[config.mk]
export PLATFORM = sky130hd
export DESIGN_NAME = gsa_fifo
export DESIGN_NICKNAME = d
export VERILOG_FILES = /design/src/hdl/gsa_pkg.sv /design/src/hdl/gsa_fifo.sv
export SDC_FILE = /design/constraint.sdc
export NUM_CORES = 1
export LEC_CHECK = 0
export ABC_AREA = 1
export BUFFER_PORTS_ARGS = -buffer_cell sky130_fd_sc_hd__buf_2
export CAP_MARGIN = 25
export CORE_AREA = 2 2 39 41
export DETAILED_ROUTE_END_ITERATION = 10
export DIE_AREA = 0 0 41 43
export GPL_TIMING_DRIVEN = 0
export SETUP_SLACK_MARGIN = 0.4
export SLEW_MARGIN = 5
export SYNTH_ARGS = -nofsm -noshare
export SYNTH_HDL_FRONTEND = slang
export SYNTH_SLANG_ARGS = --single-unit
[constraint.sdc]
create_clock -name clk -period 1.5 [get_ports clk]
set_input_delay 0 -clock clk [delete_from_list [all_inputs] [get_ports clk]]
set_output_delay 0 -clock clk [all_outputs]
set_load 0.005 [all_outputs]
[src/hdl/gsa_pkg.sv]
// shared types and constants of the generational slot allocator
package gsa_pkg;

	localparam int SLOTS_DEF    = 256;
	localparam int GEN_BITS_DEF = 16;
	localparam int QUEUE_DEPTH  = 2;

	localparam int FUNC_W   = 2;
	localparam int INDEX_W  = 8;
	localparam int HGEN_W   = 16;
	localparam int STATUS_W = 2;
	localparam int COUNT_W  = 9;

	typedef enum logic [FUNC_W-1:0] {
		FUNC_ALLOC = 2'd0,
		FUNC_FREE  = 2'd1,
		FUNC_CHECK = 2'd2,
		FUNC_CLEAR = 2'd3
	} func_t;

	typedef enum logic [STATUS_W-1:0] {
		STATUS_OK      = 2'd0,
		STATUS_EMPTY   = 2'd1,
		STATUS_INVALID = 2'd2
	} status_t;

	// classified command handed from front to back
	typedef struct packed {
		func_t               op;
		logic                in_range;
		logic [INDEX_W-1:0]  idx;
		logic [HGEN_W-1:0]   hgen;
	} cmd_t;

	typedef struct packed {
		status_t             status;
		logic [INDEX_W-1:0]  index;
		logic [HGEN_W-1:0]   gen;
		logic [COUNT_W-1:0]  count;
	} res_t;

endpackage

[src/hdl/gsa_fifo.sv]
// small register queue used between the parts of the allocator
module gsa_fifo import gsa_pkg::*; #(
	parameter int W     = 1,
	parameter int DEPTH = QUEUE_DEPTH
) (
	input  logic         clk,
	input  logic         arst_n,
	input  logic         push,
	input  logic [W-1:0] wr_data,
	output logic         full,
	input  logic         pop,
	output logic [W-1:0] rd_data,
	output logic         empty
);

	localparam int PTR_W = (DEPTH > 1) ? $clog2(DEPTH) : 1;
	localparam int CNT_W = $clog2(DEPTH + 1);

	logic [W-1:0]     mem_q [DEPTH];
	logic [PTR_W-1:0] wr_ptr_q, rd_ptr_q;
	logic [CNT_W-1:0] cnt_q;
	logic             do_push, do_pop;

	assign full    = (cnt_q == CNT_W'(DEPTH));
	assign empty   = (cnt_q == '0);
	assign do_push = push & ~full;
	assign do_pop  = pop & ~empty;
	assign rd_data = mem_q[rd_ptr_q];

	always_ff @(posedge clk) begin
		if (do_push) begin
			mem_q[wr_ptr_q] <= wr_data;
		end
	end

	always_ff @(posedge clk or negedge arst_n) begin
		if (!arst_n) begin
			wr_ptr_q <= '0;
			rd_ptr_q <= '0;
			cnt_q    <= '0;
		end else begin
			if (do_push) begin
				wr_ptr_q <= (wr_ptr_q == PTR_W'(DEPTH - 1)) ? '0 : wr_ptr_q + 1'b1;
			end
			if (do_pop) begin
				rd_ptr_q <= (rd_ptr_q == PTR_W'(DEPTH - 1)) ? '0 : rd_ptr_q + 1'b1;
			end
			if (do_push && !do_pop) begin
				cnt_q <= cnt_q + 1'b1;
			end else if (do_pop && !do_push) begin
				cnt_q <= cnt_q - 1'b1;
			end
		end
	end

endmodule

==> results.yml, run 1 <==
outcome:
  status: "completed"
worst_hold_path:
  worstHoldPathCells: 4
  holdCritPathClass: "in2reg"
pwr:
  vdd_drop_max_mv: 0.880
  powerDensity_nw_per_um2: 2040
  power_uw: 1070
  p_leak_uw: 0.000263
final_layout:
  n_antenna_cell: 0
  syn2layout_area_growth_pct: 71.7
  drive_gt1_share_pct: 52.6
  n_fill_cell: 145
  finish.instance_area_sq_um: 524
  layout.nets: 64
  post-route-util_pct: 37.9
timing:
  hold_viol: 0
  finalMaxSlewViolations: 0
  setup_violations: 0
  layout_min_cycle_time_ns: 1.27
  fin_crit_sh_pct: 84.5
  rsz0062_at_grt: "true"
  worst_slack_ns: 0.233
  relSlewSlack_pct: 88.9
  fin_worst_skew_ns: 0.00823
  max_freq_mhz: 789
  timing.setup.tns_ns: 0
  tightest_slew_ns: 0.166
route:
  routedWlPerCell_um: 10.1
  ant_nets: 0
  drc_errors: 0
  drt_iter0_drc: 4
  vias_per_cell: 4.01
  routed_wl_um: 736
  firstDrtPassIters: 3
  vias: 293
logic_synthesis:
  synth.top_cell.area_share_pct: 32.8
  synth.avg_cell_area_sq_um: 8.25
  yosys_warnings: 0
  ys_ff_latch: 6
  syn_inst: 37
  synth_nets: 43
  yosys.area.top_type: "dfrtp_1"
  synth_cell_types: 12
  yosysSeqAreaShare_pct: 52.5
  yosys-top-cells-area: "dfrtp_1 33%, edfxtp_1 20%, nand2_1 15%"
  syn_area_sq_um: 305
global_route:
  grt_max_degree: 6
  grt_use_total_pct: 10.3
  grt_pass1_wl_mm: 1.12
  overflow: 0
  grt_pass1_vias: 291
  antenna_found_initial: 0
floorplanning:
  dieArea_sq_um: 1760
  core_area_sq_um: 1380
  io_pins: 8
  fp.dieW_um: 41
  die_height_um: 43
  initial_utilization_pct: 22.1
  num_rows: 14
setup_path:
  cp_max_fo: 4
  required_ns: 1.48
  r2r_cells: 7
  worstSetupEndpointType: "flop"
  rrSetupSlack_ns: 0.23
  arrival_ns: 1.24
  startpoint_type: "flop"
  criticalPathCategory: "reg2reg"
clock_network:
  insertion_delay_ns: 0.25
  clockBufferDepth: 2
  cts-root-buf: "clkbuf_4"
  cts-buffers-inserted: 3
  cts.htree.levels: 1
  path_clk_slew_ns: 0.05
  cts_tree: "done"
  numClockSinks: 6
placement:
  place_ws_ns: 0.187
  placed_cell_area_sq_um: 360
  port_buffers: 7
  gp_congestion: 0.684
  hpwl_um: 412
run:
  max-cap-violations: 0
==> cell type report <==
| class | instances | area, sq um | share of cell area [%] |
|---|---|---|---|
| tap | 16 | 20.0 | 3.82 |
| clock buffer | 4 | 26.3 | 5.01 |
| timing repair buffer | 16 | 115 | 22.0 |
| sequential | 6 | 163 | 31.0 |
| inverter | 8 | 32.5 | 6.21 |
| multi-input combinational | 23 | 168 | 32.0 |
==> cells in the final DEF (no fill, tap or decap) <==
cell type       n
buf_2           7
buf_4           5
buf_6           2
clkbuf_1        1
clkbuf_4        3
dfrtp_1         2
dfrtp_2         2
dlygate4sd3_1   2
edfxtp_1        2
ha_4            1
inv_1           5
inv_2           2
inv_4           1
nand2_1        10
nand2_2         1
nand2_4         1
nand3_2         1
nand3b_1        1
nand4_1         1
nor2_1          2
nor2_4          2
o21ai_2         1
o21ai_4         1
xnor2_1         1
==> routing by layer <==
layer  wire, um  vias up  track usage (%)
met3         59        2             6.28
li1           -      154                -
met1        290      125             12.0
met4         21        0             6.00
met5          0        -                0
met2        365       12             13.8
==> cell families (layout without fill, tap and decap cells) <==
group / Yosys count / after routing / share of synthesized area, %
and+or+nand+nor: 19 / 19 / 27.5
buffers and inverters: 8 / 28 / 9.84
DFF: 6 / 6 / 52.5
AOI/OAI and AO/OA: 2 / 2 / 3.28
adders and majority gates: 1 / 1 / 4.10
xor gates and xnor gates: 1 / 1 / 2.87
==> worst paths after layout <==
check | startpoint | to
worst max-delay path | cnt_q[1] | mem_q[0]
worst min-delay path | push | wr_ptr_q
worst max register to register | cnt_q[1] | mem_q[0]
worst min register to register | wr_ptr_q | wr_ptr_q
max in group asynchronous | arst_n | cnt_q[0]
min in group asynchronous | arst_n | cnt_q[1]
==> registers in the layout (all words and copies together) (netlist names) <==
signal,flops
cnt_q,2
mem_q,2
wr_ptr_q,1
rd_ptr_q,1
==> cells in the mapped netlist <==
| cell | n |
|---|---|
| o21ai_0 | 2 |
| ha_1 | 1 |
| nand3_1 | 1 |
| nand3b_1 | 1 |
| edfxtp_1 | 2 |
| dfrtp_1 | 4 |
| nand4_1 | 1 |
| nor2_1 | 2 |
| nand2_1 | 12 |
| nor2_2 | 2 |
| xnor2_1 | 1 |
| inv_1 | 8 |
==> worst max-delay path: stages (launching register included) <==
cell	delay, ns
dfrtp_2	0.44
inv_2	0.10
nor2_4	0.04
nor2_4	0.12
buf_6	0.11
buf_6	0.09
nand2_4	0.04
inv_2	0.04
==> repair_timing <==
item                                    CTS  global route
hold endpoints to repair                  6             0
gates cloned                              0             0
pin swaps                                 5             4
endpoints found under the setup margin    2             6
hold buffers                              2             0
resized for setup                         3            15
buffers inserted                          5             2
==> where the power goes <==
group	switching, uW	internal, uW
Sequential	72.9	248
Clock	64.1	101
Combinational	281	301
==> metrics by stage <==
step,std cells,hold WS (ns)
2_1_floorplan,37,-0.296
3_3_place_gp,60,-0.191
3_5_place_dp,60,-0.191
4_1_cts,71,0.0288
5_1_grt,73,0.0583
6_report,73,0.0491
(Power assumes the default switching activity.)
==> run 2: changes to the inputs <==
Settings changed: ABC_AREA 1 to 0.
Clock period 1.5 ns to 1.2 ns, I/O delays scaled along.
==> run 2 against run 1 <==
  * The run now ends with setup timing left
  * Routed wire length down 6.5%
  * Register-to-register slack worse by 0.35 ns
  * Count of clock-buffer cells in the layout unchanged
  * Cell area rose by 2.4%
  * Largest power group unchanged
==> results.yml, run 2 <==
logic_synthesis:
  ys_ff_latch: 6
  yosysMostFrequentCell: "dfrtp_1"
  yosysSeqAreaShare_pct: 59.8
  syn_inst: 22
  yosys-top-cells-area: "dfrtp_1 37%, edfxtp_1 22%, xnor2_1 9.8%"
  synth_edf_count: 2
  synth_common_cells: "4 x dfrtp_1, 3 x nor2_1, 3 x xnor2_1"
  synth-async-reset-ratio_pct: 66.7
  yosys_most_used_dff: "dfrtp_1"
  synth_cell_types: 12
  yosys_warnings: 0
  synth_nets: 28
  synth.avg_cell_area_sq_um: 12.2
  yosys.area.top_type: "dfrtp_1"
  synth.top_cell.area_share_pct: 37.4
  syn_area_sq_um: 268
route:
  firstDrtPassIters: 2
  routedWlPerCell_um: 11.3
  vias: 245
  vias_per_cell: 4.02
  drc_errors: 0
  routed_wl_um: 688
  ant_nets: 0
  drt_iter0_drc: 1
floorplanning:
  die_height_um: 43
  core_area_sq_um: 1380
  num_rows: 14
  fp.dieW_um: 41
  io_pins: 8
  initial_utilization_pct: 19.3
  dieArea_sq_um: 1760
setup_path:
  rrSetupSlack_ns: -0.12
  crit_buf_inv: 1
  cp_top_family: "flip-flops"
  worstReg2RegEnd: "cnt_q[1]"
  arrival_ns: 1.48
  criticalPathCategory: "reg2reg"
  r2r_cells: 7
  worst-path-stages: 7
  reg2reg_from: "cnt_q[0]"
  startpoint_type: "flop"
  cpMaxStageDelayCell: "dfrtp_2"
  cp_max_fo: 3
  worstPathCellList: "nand2b_4, nand2_4, inv_2, ha_4, xor2_2, nor2_1, xor2_1"
  crit_path_start: "cnt_q[0]"
  crit_path_end: "cnt_q[1]"
  crit_path_max_incr_delay_ns: 0.42
  worstSetupEndpointType: "flop"
  required_ns: 1.36
outcome:
  status: "finished, violations left"
  violations: "setup timing"
timing:
  rsz0062_at_grt: "true"
  relSlewSlack_pct: 88.8
  tightest_slew_ns: 0.167
  fin_worst_skew_ns: 0.00424
  hold_viol: 0
  setup_violations: 3
  max_freq_mhz: 759
  timing.setup.tns_ns: -0.343
  worst_slack_ns: -0.118
  fin_crit_sh_pct: 110
  finalMaxSlewViolations: 0
  layout_min_cycle_time_ns: 1.32
final_layout:
  post-route-util_pct: 38.8
  layout.nets: 52
  multi_input_area_sq_um: 173
  layout_common_cells: "7 x buf_4, 6 x buf_2, 4 x buf_6"
  drive_gt1_share_pct: 73.3
  final_common_cell: "buf_4"
  final_cell_count_no_fill: 61
  n_antenna_cell: 0
  regArea_sq_um: 163
  syn2layout_area_growth_pct: 100
  n_fill_cell: 146
  reg_top3: "cnt_q (2), mem_q (2)"
global_route:
  grt_max_degree: 5
  grt_pass1_vias: 230
  grt_use_total_pct: 9.37
  grt_pass1_wl_um: 952
  antenna_found_initial: 0
  overflow: 0
placement:
  dp_cells: 45
  gp_congestion: 0.600
  port_buffers: 7
clock_network:
  cts_tree: "done"
  numClockSinks: 6
  clockBufferDepth: 2
  insertion_delay_ns: 0.25
  path_clk_slew_ns: 0.05
  cts-root-buf: "clkbuf_4"
  cts-buffers-inserted: 3
  cts.htree.levels: 1
pwr:
  powerDensity_nw_per_um2: 2720
  vdd_drop_max_mv: 0.583
  p_leak_uw: 0.000255
  power_uw: 1460
run:
  max-cap-violations: 0
worst_hold_path:
  holdCritPathClass: "in2async"
-- run 2: cell types whose count changed after synthesis, sizes merged, moves of 2 or more --
cell   before  now
inv         8    2
nand2      12    1
xor2        0    2
xnor2       1    3
-- run 2: worst min path at each step --
stage / cells after the start / to / slack [ns]
6_report: 2 / wr_ptr_q / 0.08
5_1_grt: 2 / wr_ptr_q / 0.1
4_1_cts: 2 / wr_ptr_q / 0.08
3_5_place_dp: 1 / rd_ptr_q / -0.19
3_3_place_gp: 1 / rd_ptr_q / -0.19
2_1_floorplan: 0 / cnt_q[0] / -0.30
-- run 2: power by group --
| group | total, uW | internal [uW] | switching, uW |
|---|---|---|---|
| clock network | 206 | 126 | 79.3 |
| logic | 849 | 545 | 304 |
| registers | 408 | 314 | 93.2 |
| total | 1460 | 986 | 477 |
-- run 2: cell type report --
| cell class | instances | share of cell area (%) |
|---|---|---|
| inverter | 2 | 1.40 |
| clock buffer | 4 | 4.90 |
| timing repair buffer | 19 | 27.5 |
| multi-input combinational | 14 | 32.2 |
| tap | 16 | 3.73 |
| sequential | 6 | 30.3 |
-- run 2: per-layer routing --
layer	GRT usage [%]	up-vias	part of all wire, %
met4	14.0	0	6.1
met2	13.8	8	53
met3	1.57	4	4.4
met1	8.12	119	37
met5	0	-	0
li1	-	114	-
-- run 2: worst register-to-register path: cells and delay by family (launching register included) --
kind                       cells  cell delay (ns)
adders and majority gates      1             0.15
xor gates and xnor gates       2             0.29
and+or+nand+nor                3             0.33
DFF                            1             0.42
buffers and inverters          1             0.04
-- run 2: metrics by stage --
| step | instance area (sq um) | hold WS, ns | setup slack [ns] |
|---|---|---|---|
| after floorplan | 285 | -0.296 | -0.0849 |
| after CTS | 507 | 0.0849 | -0.103 |
| final | 537 | 0.0828 | -0.118 |
| after detailed placement | 340 | -0.190 | -0.179 |
| after global placement | 340 | -0.191 | -0.153 |
| after global routing | 537 | 0.0986 | -0.170 |
-- run 2: logic make-up after synthesis --
group | synth area share, %
simple gates | 10.3
flops | 59.8
xor+xnor | 16.4
buf+inv | 2.80
compound gates | 1.87
mux | 4.21
fa+ha+maj | 4.67
-- run 2: repair_timing --
item	in CTS	in global routing
setup endpoints to repair	9	9
pin swaps	4	1
resized for setup	11	4
setup buffers	9	1
hold buffers	2	0
endpoints found under the hold margin	6	0
==> run 3: changes to the inputs <==
Settings changed: REMOVE_ABC_BUFFERS set to 1, SETUP_SLACK_MARGIN 0.4 to not set.
==> run 3 against run 2 <==
  * Worst setup slack better by 0.016 ns
  * Total power down 19%
  * Via count shrank 8.2%
  * Register-to-register slack gained 0.02 ns
  * Hold slack got worse by 0.0053 ns
  * Clock power increased by 4%
  * Largest cell class is now flip-flops and latches
  * Critical path depth decreased by 1
  * Routed wire length fell by 15%
  * Flip-flop and latch count unchanged
  * The run still ends with setup timing left
==> results.yml, run 3 (synthesized netlist as in run 2, its figures left out) <==
pwr:
  powerDensity_nw_per_um2: 2570
  p_leak_uw: 0.000216
  vdd_drop_max_mv: 0.654
floorplanning:
  core_area_sq_um: 1380
  fp.dieW_um: 41
  io_pins: 8
  num_rows: 14
  initial_utilization_pct: 19.3
  die_height_um: 43
  dieArea_sq_um: 1760
clock_network:
  cts-root-buf: "clkbuf_4"
  cts.htree.levels: 1
  path_clk_slew_ns: 0.05
  clockBufferDepth: 2
  cts_tree: "done"
  cts-buffers-inserted: 3
  insertion_delay_ns: 0.25
  numClockSinks: 6
route:
  routedWlPerCell_um: 10.3
  firstDrtPassIters: 3
  ant_nets: 0
  drt_iter0_drc: 1
  vias: 225
  vias_per_cell: 3.95
  drc_errors: 0
  routed_wl_um: 588
global_route:
  grt_use_met2_pct: 10.3
  antenna_found_initial: 0
  grt_max_degree: 5
  grt_pass1_wl_um: 869
  use_met3_pct: 4.71
  grt_use_total_pct: 8.87
  grt_busiest_layer: "met4"
  gr-usage-met1_pct: 8.14
  grt_pass1_vias: 220
  overflow: 0
final_layout:
  drive_gt1_share_pct: 56.1
  n_antenna_cell: 0
  final_common_cell: "buf_2"
  regArea_sq_um: 161
  reg_top3: "cnt_q (2), mem_q (2)"
  post-route-util_pct: 33.1
  syn2layout_area_growth_pct: 71.0
  multi_input_area_sq_um: 139
  layout.nets: 48
  layout_common_cells: "7 x buf_2, 5 x buf_4"
  n_fill_cell: 148
  final_cell_count_no_fill: 57
placement:
  gp_congestion: 0.686
  place_ws_ns: -0.256
  dp_cells: 45
  port_buffers: 7
timing:
  tightest_slew_ns: 0.158
  finalMaxSlewViolations: 0
  hold_viol: 0
  relSlewSlack_pct: 89.4
  worst_slack_ns: -0.102
  max_freq_mhz: 768
  rsz0062_at_grt: "true"
  fin_worst_skew_ns: 0.00372
  layout_min_cycle_time_ns: 1.30
  setup_violations: 1
  fin_crit_sh_pct: 109
setup_path:
  crit_path_start: "cnt_q[0]"
  reg2reg_from: "cnt_q[0]"
  criticalPathCategory: "reg2reg"
  worstSetupEndpointType: "flop"
  startpoint_type: "flop"
  required_ns: 1.33
  rrSetupSlack_ns: -0.10
  arrival_ns: 1.43
  cp_max_fo: 2
worst_hold_path:
  holdCritPathClass: "in2async"
outcome:
  status: "finished, violations left"
  violations: "setup timing"
run:
  max-cap-violations: 0
-- run 3: cell count changes in the layout (fill, tap and decap cells not counted), sizes merged --
cell,before,now
buf,17,13
-- run 3: report_power, final --
| part | leakage, uW | switching (uW) | internal, uW | total, uW |
|---|---|---|---|---|
| sequential | 0.0000642 | 86.1 | 311 | 397 |
| clock | 0.0000150 | 88.5 | 127 | 215 |
| combinational | 0.000137 | 221 | 344 | 565 |
| total | 0.000216 | 396 | 782 | 1180 |
-- run 3: layout make-up --
cell class,instances,share of cell area (%)
inverter,2,1.64
timing repair buffer,15,22.7
multi-input combinational,14,30.3
clock buffer,4,5.74
tap,16,4.37
sequential,6,35.2
-- run 3: metrics by stage --
| stage | total power (uW) | hold slack, ns | cell area (sq um) | TNS [ns] |
|---|---|---|---|---|
| 2_1_floorplan | 613 | -0.296 | 268 | -0.225 |
| 3_3_place_gp | 702 | -0.188 | 323 | -0.405 |
| 3_5_place_dp | 710 | -0.187 | 323 | -0.405 |
| 4_1_cts | 1130 | 0.0765 | 440 | -0.110 |
| 5_1_grt | 1270 | 0.0864 | 458 | -0.179 |
| 6_report | 1180 | 0.0775 | 458 | -0.102 |
-- run 3: timing repair --
| item | CTS | global route |
|---|---|---|
| endpoints found under the setup margin | 2 | 2 |
| gates resized for setup | 8 | 2 |
| pin swaps | 6 | 4 |
| hold endpoints to repair | 6 | 0 |
| hold buffers | 2 | 0 |
| buffers inserted | 5 | 1 |
-- run 3: routing by layer --
metal,routed length [um],vias up,share of wire [%]
li1,-,108,-
met5,0,-,0
met3,33,5,5.6
met2,268,7,46
met4,45,0,7.7
met1,241,105,41
-- run 3: worst paths after layout --
kind                            end  cells after the start
max in group asynchronous  cnt_q[1]                      2
max                        cnt_q[1]                      6
max reg2reg                cnt_q[1]                      6
min                        wr_ptr_q                      2
min in group clk           wr_ptr_q                      4
min reg2reg                rd_ptr_q                      1
-- run 3: worst max-delay path, cell delays in order, from the launching register on --
cell,delay (ns)
dfrtp_1,0.39
buf_6,0.13
o21ai_4,0.15
ha_4,0.15
xor2_1,0.14
nor2_1,0.07
xor2_1,0.15
